`src/rtl/cfk_pkg.sv`:
```
// Types, constants and command patterns for the keep-alive command framer.
package cfk_pkg;

	localparam int CMD_LEN_DEF = 9;
	localparam int KNOWN_LEN = 9;
	localparam int NUM_KNOWN = 3;

	localparam logic [7:0] CH_CR = 8'h0D;
	localparam logic [7:0] CH_LF = 8'h0A;

	localparam logic [15:0] KEEPALIVE_LIMIT_RST = 16'd600;

	localparam logic [1:0] CODE_GETDATA = 2'd0;
	localparam logic [1:0] CODE_WIFIERR = 2'd1;
	localparam logic [1:0] CODE_REGISGW = 2'd2;
	localparam logic [1:0] CODE_UNKNOWN = 2'd3;

	localparam logic [1:0] SET_LAST = 2'd2;

	// GetData, WiFierr, RegisGW, each followed by CR LF
	localparam logic [7:0] KNOWN_CMDS [NUM_KNOWN][KNOWN_LEN] = '{
		'{8'h47, 8'h65, 8'h74, 8'h44, 8'h61, 8'h74, 8'h61, 8'h0D, 8'h0A},
		'{8'h57, 8'h69, 8'h46, 8'h69, 8'h65, 8'h72, 8'h72, 8'h0D, 8'h0A},
		'{8'h52, 8'h65, 8'h67, 8'h69, 8'h73, 8'h47, 8'h57, 8'h0D, 8'h0A}
	};

	typedef struct packed {
		logic       func;
		logic [7:0] rx_byte;
	} in_t;

	typedef struct packed {
		logic        command_valid;
		logic [1:0]  command_code;
		logic [1:0]  data_set;
		logic        frame_error;
		logic        reset_peer;
		logic [15:0] reset_total;
	} out_t;

	// framer -> keep-alive unit
	typedef struct packed {
		logic       valid;
		logic [1:0] code;
		logic       ferr;
	} frm_ev_t;

	// keep-alive unit -> top / framer
	typedef struct packed {
		logic        peer;
		logic [1:0]  set;
		logic [15:0] total;
	} ka_res_t;

endpackage

```
`src/rtl/crlf_command_framer_keepalive.sv`:
```
// Keep-alive command framer: input register, framing/keep-alive logic, result register.
// An accepted word waits in the input register, then its result goes to the result
// register and out_valid rises. Throughput: one word per cycle while results are taken;
// the two registers form a two-deep pipe, so a new word is taken while a result waits.
// Reset: arst_n clears counters, CR state, data set and reset total, and sets the
// keep-alive limit to 600; frame bytes are not cleared and need no clearing pass.
module crlf_command_framer_keepalive #(
	parameter int CMD_LEN = cfk_pkg::CMD_LEN_DEF
) (
	input  logic          clk,
	input  logic          arst_n,
	input  logic          in_valid,
	output logic          in_ready,
	input  cfk_pkg::in_t  in_data,
	output logic          out_valid,
	input  logic          out_ready,
	output cfk_pkg::out_t out_data,
	input  logic          cfg_we,
	input  logic [15:0]   cfg_wdata
);
	import cfk_pkg::*;

	logic     vld_s1;
	in_t      in_s1;
	logic     out_vld_q;
	out_t     out_q;

	logic     advance;
	logic     step;
	frm_ev_t  ev;
	ka_res_t  res;
	out_t     result;

	assign advance  = !out_vld_q || out_ready;
	assign step     = vld_s1 && advance;
	assign in_ready = !vld_s1 || advance;

	cfk_framer #(.CMD_LEN(CMD_LEN)) u_framer (
		.clk      (clk),
		.arst_n   (arst_n),
		.step     (step),
		.item     (in_s1),
		.peer_clr (res.peer),
		.ev       (ev)
	);

	cfk_keepalive u_keepalive (
		.clk       (clk),
		.arst_n    (arst_n),
		.step      (step),
		.is_tick   (in_s1.func),
		.ev        (ev),
		.cfg_we    (cfg_we),
		.cfg_wdata (cfg_wdata),
		.res       (res)
	);

	always_comb begin
		result.command_valid = ev.valid;
		result.command_code  = ev.code;
		result.data_set      = res.set;
		result.frame_error   = ev.ferr;
		result.reset_peer    = res.peer;
		result.reset_total   = res.total;
	end

	always_ff @(posedge clk or negedge arst_n) begin
		if (!arst_n) begin
			vld_s1    <= 1'b0;
			out_vld_q <= 1'b0;
		end else begin
			if (in_valid && in_ready) begin
				vld_s1 <= 1'b1;
			end else if (step) begin
				vld_s1 <= 1'b0;
			end
			if (step) begin
				out_vld_q <= 1'b1;
			end else if (out_ready) begin
				out_vld_q <= 1'b0;
			end
		end
	end

	always_ff @(posedge clk) begin
		if (in_valid && in_ready) begin
			in_s1 <= in_data;
		end
		if (step) begin
			out_q <= result;
		end
	end

	assign out_valid = out_vld_q;
	assign out_data  = out_q;

endmodule

```
`src/rtl/cfk_framer.sv`:
```
// Byte framer: digit/fill counters, CR tracking, frame store and command match.
module cfk_framer #(
	parameter int CMD_LEN = cfk_pkg::CMD_LEN_DEF
) (
	input  logic           clk,
	input  logic           arst_n,
	input  logic           step,
	input  cfk_pkg::in_t   item,
	input  logic           peer_clr,
	output cfk_pkg::frm_ev_t ev
);
	import cfk_pkg::*;

	localparam int CW = $clog2(CMD_LEN + 2);
	localparam int IW = $clog2(CMD_LEN);
	localparam logic [CW-1:0] LEN_C = CW'(CMD_LEN);

	logic          after_cr_q;
	logic [CW-1:0] digit_q;
	logic [CW-1:0] fill_q;
	logic [7:0]    bytes_q [CMD_LEN];

	logic          ac_n;
	logic [CW-1:0] dig_n;
	logic [CW-1:0] fill_n;
	logic [CW-1:0] dig_inc;
	logic [CW-1:0] fill0;
	logic          ovf;
	logic          ac0;
	logic          wr_en;
	logic [IW-1:0] wr_idx;
	logic [1:0]    known_code;

	assign dig_inc = digit_q + 1'b1;
	assign ovf     = dig_inc > LEN_C;
	assign fill0   = ovf ? '0 : fill_q;
	assign ac0     = ovf ? 1'b0 : after_cr_q;
	assign wr_idx  = fill0[IW-1:0];

	generate
		if (CMD_LEN == KNOWN_LEN) begin : g_match
			logic [NUM_KNOWN-1:0] match;

			// the incoming byte stands in for the last stored entry
			always_comb begin
				match = '1;
				for (int k = 0; k < NUM_KNOWN; k++) begin
					for (int i = 0; i < KNOWN_LEN - 1; i++) begin
						if (bytes_q[i] != KNOWN_CMDS[k][i]) begin
							match[k] = 1'b0;
						end
					end
					if (item.rx_byte != KNOWN_CMDS[k][KNOWN_LEN-1]) begin
						match[k] = 1'b0;
					end
				end
			end

			always_comb begin
				priority if (match[0]) begin
					known_code = CODE_GETDATA;
				end else if (match[1]) begin
					known_code = CODE_WIFIERR;
				end else if (match[2]) begin
					known_code = CODE_REGISGW;
				end else begin
					known_code = CODE_UNKNOWN;
				end
			end
		end else begin : g_nomatch
			assign known_code = CODE_UNKNOWN;
		end
	endgenerate

	always_comb begin
		ac_n   = after_cr_q;
		dig_n  = digit_q;
		fill_n = fill_q;
		wr_en  = 1'b0;
		ev     = '0;
		if (step && !item.func) begin
			dig_n   = ovf ? '0 : dig_inc;
			ev.ferr = ovf;
			wr_en   = fill0 < LEN_C;
			fill_n  = fill0 + 1'b1;
			if (!ac0) begin
				ac_n = (item.rx_byte == CH_CR);
			end else begin
				if (item.rx_byte == CH_LF && fill_n == LEN_C) begin
					ev.valid = 1'b1;
					ev.code  = known_code;
				end else begin
					ev.ferr = 1'b1;
				end
				fill_n = '0;
				dig_n  = '0;
				ac_n   = 1'b0;
			end
		end
	end

	always_ff @(posedge clk or negedge arst_n) begin
		if (!arst_n) begin
			after_cr_q <= 1'b0;
			digit_q    <= '0;
			fill_q     <= '0;
		end else begin
			after_cr_q <= ac_n;
			digit_q    <= dig_n;
			// peer reset drops the partial frame but keeps digit count and CR state
			fill_q     <= peer_clr ? '0 : fill_n;
		end
	end

	always_ff @(posedge clk) begin
		if (wr_en) begin
			bytes_q[wr_idx] <= item.rx_byte;
		end
	end

endmodule

```
`src/rtl/cfk_keepalive.sv`:
```
// Keep-alive counter, peer reset count, data set rotation and limit register.
module cfk_keepalive (
	input  logic              clk,
	input  logic              arst_n,
	input  logic              step,
	input  logic              is_tick,
	input  cfk_pkg::frm_ev_t  ev,
	input  logic              cfg_we,
	input  logic [15:0]       cfg_wdata,
	output cfk_pkg::ka_res_t  res
);
	import cfk_pkg::*;

	logic [15:0] limit_q;
	logic [15:0] ka_q;
	logic [1:0]  next_set_q;
	logic [15:0] resets_q;

	logic [15:0] ka_n;
	logic [15:0] ka_inc;
	logic [1:0]  next_set_n;
	logic [15:0] resets_n;
	logic        advance;
	logic        known;
	logic        fire;

	assign known   = ev.valid && ev.code != CODE_UNKNOWN;
	assign advance = (step && is_tick) || (ev.valid && ev.code == CODE_UNKNOWN);
	assign ka_inc  = ka_q + 1'b1;
	assign fire    = advance && ka_inc >= limit_q;

	always_comb begin
		ka_n       = ka_q;
		next_set_n = next_set_q;
		resets_n   = resets_q;
		res        = '0;
		if (ev.valid && ev.code == CODE_GETDATA) begin
			res.set    = (next_set_q <= SET_LAST) ? next_set_q : 2'd0;
			next_set_n = (res.set == SET_LAST) ? 2'd0 : res.set + 1'b1;
		end
		if (known) begin
			ka_n = '0;
		end
		if (advance) begin
			ka_n = ka_inc;
		end
		if (fire) begin
			ka_n     = '0;
			resets_n = resets_q + 1'b1;
		end
		res.peer  = fire;
		res.total = resets_n;
	end

	always_ff @(posedge clk or negedge arst_n) begin
		if (!arst_n) begin
			limit_q    <= KEEPALIVE_LIMIT_RST;
			ka_q       <= '0;
			next_set_q <= '0;
			resets_q   <= '0;
		end else begin
			if (cfg_we) begin
				limit_q <= cfg_wdata;
			end
			ka_q       <= ka_n;
			next_set_q <= next_set_n;
			resets_q   <= resets_n;
		end
	end

endmodule

```
`config.mk`:
```
export PLATFORM = sky130hd
export DESIGN_NAME = crlf_command_framer_keepalive
export DESIGN_NICKNAME = d
export VERILOG_FILES = /design/src/rtl/cfk_pkg.sv /design/src/rtl/crlf_command_framer_keepalive.sv /design/src/rtl/cfk_framer.sv /design/src/rtl/cfk_keepalive.sv
export SDC_FILE = /design/constraint.sdc
export NUM_CORES = 1
export LEC_CHECK = 0
export BUFFER_PORTS_ARGS = -buffer_cell sky130_fd_sc_hd__buf_2
export CORE_ASPECT_RATIO = 0.8
export CORE_MARGIN = 2
export CORE_UTILIZATION = 35
export DETAILED_ROUTE_END_ITERATION = 8
export MAX_ROUTING_LAYER = met4
export PLACE_DENSITY = 0.52
export SLEW_MARGIN = 25
export SYNTH_ARGS = -nofsm -noshare
export SYNTH_HDL_FRONTEND = slang
export SYNTH_SLANG_ARGS = --single-unit
```
`constraint.sdc`:
```
create_clock -name clk -period 3.6 [get_ports clk]
set_clock_uncertainty 0.05 [all_clocks]
set_input_delay 0 -clock clk [delete_from_list [all_inputs] [get_ports clk]]
set_output_delay 0 -clock clk [all_outputs]
set_load 0.02 [all_outputs]
```
==> flow_results.org <==
** Synthesis
- The number of nets in the synthesized netlist is 603.
- The synthesized design contains 157 register bits.
- After technology mapping, the gate count stands at 547.
- Synthesis instantiated 53 different standard cells from the library.
- Top cells by count, synth :: edfxtp_1 (96), dfrtp_1 (57), nand2_1 (54)
- Summing the sequential cell areas from Yosys gives 63.6% of the chip area.
- The average instance in the mapped netlist occupies 12.7 sq um.
- Cell taking the most area after synthesis :: edfxtp_1
- Counting flops with an async set or reset pin after synthesis yields a share of 38.9%.
- Cell with the most instances after synthesis :: edfxtp_1
- Warnings, synthesis :: 0
- Count of flip-flops with a built-in enable after synthesis :: 96
- The cell area that synthesis handed to floorplanning was 6940 sq um.
- Area fraction of the dominant cell type after synthesis :: 41.6%
- Top cells by area, synth :: edfxtp_1 (42%), dfrtp_1 (21%), ha_1 (4.7%)
- Most frequently used flop master after synthesis :: edfxtp_1

** Worst setup path
- Depth of the worst register-to-register path :: 15
- Crit-path cells :: ha_2 -> and3_4 -> and3_4 -> and3_4 -> and3_4 -> nor2b_4 -> or2_4 -> ha_4 -> and4_4 -> o2111ai_2 -> o2111ai_2 -> nand2_2 -> o31ai_4 -> buf_12 -> mux2_2
- Type of the worst setup path :: register to register
- Critical path required time :: 3730 ps
- The largest single stage delay on the critical path is 410 ps.
- In this run the worst setup path begins at u_keepalive.ka_q[0].
- Arrival time worst endpoint :: 3850 ps
- In this run the critical register-to-register path is launched from u_keepalive.ka_q[0].
- Nature of the critical path startpoint :: register
- The worst setup path is captured at a register.
- The most numerous cell type found on the critical path is and3_4.
- Among all stages on the critical path, the largest delay is contributed by dfrtp_1.
- Along the worst path, the maximum fanout reaches 16.

** GRT
- Global routing consumed, on the met2 layer, 22.6% of the routing resources.
- Global routing finished with a remaining overflow of 0.
- Global-route wire length before repair :: 24.2 mm
- Entering global routing, the biggest net connects 62 pins.
- In the global route stage, overall resource usage came out at 15.7%.
- GRT Max-Usage Layer :: met2
- Fraction of met1 tracks used by global routing :: 21.7%
- The number of global-route vias before repair is 4,669.
- Global routing consumed, on the met3 layer, 3.72% of the routing resources.
- Antenna violations before repair :: 0

** Timing
- Across all hold checks on the routed design, the worst slack comes to 23.5 ps.
- Final number of setup-violating endpoints :: 21
- The total count of hold-check failures in the final report was 0.
- The number of max-slew violations in the final report came to 0.
- Worst slew slack as a fraction of its limit :: 43.3%
- Worst-Margin Slew :: 839 ps
- Of the available clock period, the critical path in the final layout requires 103%.
- Setup repair after global routing could not meet its margin everywhere.
- Shortest period the worst path allows :: 3720 ps
- Once routing completed, OpenROAD measured the worst setup slack at -122 ps.
- Timing would allow up to 269 MHz.

** Final layout
- Counting the fill cells in the layout gives 1,749.
- Proportion of layout cells with a drive suffix above 1 :: 25.9%
- Post-layout nets :: 753
- Relative area change from synthesis to final layout :: 32.3%
- The repair_antennas step left the layout with diodes totalling 0.

** Detailed routing
- For this run, design rule violations remaining after detail routing come to 0.
- Dividing the detail-routed via count by the number of cells gives 4.87.
- After the first detailed-routing iteration, the DRC count stood at 297.
- Aggregate routed wire length :: 15.3 mm
- Antenna-violating nets left :: 0
- Drt first pass iters :: 7
- Wire length per cell :: 15.7 um
- Via count :: 4,748

** Clock tree
- Clock tree from TritonCTS :: done
- Buffers inserted during clock tree synthesis total 17.
- H-tree level count :: 4
- Clock sinks :: 157
- Master cell of the clock root buffer :: clkbuf_16
- Clock network latency to the later pin of the worst-skew pair :: 440 ps
- Maximum buffer depth of the clock tree :: 2
- After clock tree synthesis, the clock-pin slew on the worst setup and hold paths is 70 ps.

** Floorplan
- # IOs :: 55
- DIE AREA :: 21,000 sq um
- FP Rows :: 46
- The die is 130 um tall.
- For this configuration, the core starts out at a cell density of 35.3%.
- Area of the core :: 19,600 sq um
- Die width :: 161 um

** Placed design
- DP Wirelength :: 10.3 mm
- Input and output buffers added on the ports amount to 54.
- RD Place Congestion :: 0.838

** Power
- IR analysis of the VDD net gives a maximum drop of 0.284 mV.
- Power spread over the standard cell area amounts to 516 nW/um^2.
- Leakage power figure :: 0.00377 uW
- Overall power after layout :: 4730 uW

** Min path
- The tightest min-delay check is of the input port to register type.
- The worst hold path begins at cfg_we.
- Number of cells on the worst hold path :: 2

** Run
- Number of max-capacitance violations reported :: 0

** Outcome
- Run status :: finished with violations
- Violations in the final reports :: setup timing
## cell usage in the layout (no fill, tap or decap), types with 5 or more instances in the layout
master	synthesis	routed
nand2b_1	9	9
nor4b_1	9	9
nor2b_1	12	11
nor4bb_1	8	8
buf_4	0	34
nand2_1	54	52
nand3_1	19	15
nor2_1	19	16
ha_1	26	23
and4b_1	5	5
a22o_1	9	9
o21ai_0	30	26
xnor2_1	19	15
dfrtp_1	57	57
nor4_1	5	5
and3_4	0	5
and3_1	20	15
a21oi_1	8	5
clkbuf_16	0	19
dlygate4sd3_1	0	47
edfxtp_1	96	96
and2_1	15	15
inv_1	27	27
or2_2	9	7
mux2_2	5	5
nand4_1	17	17
buf_2	0	54
## state kept, by name, indices dropped and copies added, names as in the netlist
| name | cells |
|---|---|
| out_data | 23 |
| u_keepalive.next_set_q | 2 |
| u_framer.after_cr_q | 1 |
| u_framer.digit_q | 4 |
| u_keepalive.limit_q | 16 |
| out_valid | 1 |
| u_keepalive.resets_q | 16 |
| u_framer.bytes_q | 64 |
| u_framer.fill_q | 4 |
| in_s1 | 9 |
| vld_s1 | 1 |
| u_keepalive.ka_q | 16 |
## cell families (layout without fill, tap and decap cells)
kind of cell / after synthesis / count (layout) / synth area share [%]
AND/OR/NAND/NOR: 218 / 218 / 18.0
flip-flops: 157 / 157 / 63.6
AO/OA/AOI/OAI: 77 / 77 / 7.41
buffers and inverters: 39 / 202 / 2.33
adder cells (fa/ha/maj): 26 / 26 / 4.69
XOR/XNOR: 24 / 24 / 3.03
multiplexers: 6 / 6 / 0.956
## where the power goes
group | total [uW] | leakage [uW] | switching (uW) | internal, uW
combinational | 738 | 0.00179 | 396 | 342
clock | 1830 | 0.000297 | 833 | 1000
sequential | 2160 | 0.00168 | 92.9 | 2070
## layout make-up
class	count	area, sq um	share of cell area, %
Inverter	27	101	1.10
Multi-Input combinational cell	351	2580	28.2
Tap cell	264	330	3.60
Sequential cell	157	4410	48.1
Timing Repair Buffer	143	1130	12.3
Clock buffer	17	425	4.63
Clock inverter	15	191	2.09
## stage by stage
stage	setup WS (ps)	setup TNS (ps)	utilization [%]	cells	area [sq um]
2_1_floorplan	5.12	0	-	547	6990
3_3_place_gp	-219	-2240	39.6	882	7760
3_5_place_dp	-292	-5700	39.6	882	7760
4_1_cts	-122	-930	45.4	965	8910
5_1_grt	-223	-5390	46.8	974	9180
6_report	-122	-989	46.8	974	9180
## path summary, 6_finish.rpt
kind | slack, ps | to
max in group asynchronous | 2710 | u_keepalive.next_set_q[1]
worst min register to register | 430 | u_keepalive.resets_q[15]
worst min-delay path | 20 | u_keepalive.limit_q[3]
worst max register to register | -120 | out_data[1]
worst max-delay path | -120 | out_data[1]
min in group asynchronous | 220 | u_keepalive.limit_q[1]
## worst max-delay path: cells and delay by family (launching register included)
family                     cells  cell delay [ps]
and+or+nand+nor                8             1410
DFF                            1              410
AOI/OAI and AO/OA              3              620
buffers and inverters          1              180
adders and majority gates      2              470
muxes                          1              340
## repair_timing
item	CTS	global route
gates resized for setup	5	39
hold buffers	47	0
endpoints found under the hold margin	84	0
setup endpoints to repair	49	53
gates cloned	0	3
setup buffers	4	6
pin swaps	3	21
## metal layers
| metal | vias up | part of all wire (%) |
|---|---|---|
| li1 | 2347 | - |
| met1 | 2306 | 50 |
| met2 | 90 | 45 |
| met3 | 5 | 3.8 |
| met4 | 0 | 0.55 |
| met5 | - | 0 |
No activity file was read; power rests on OpenSTA's default activity.
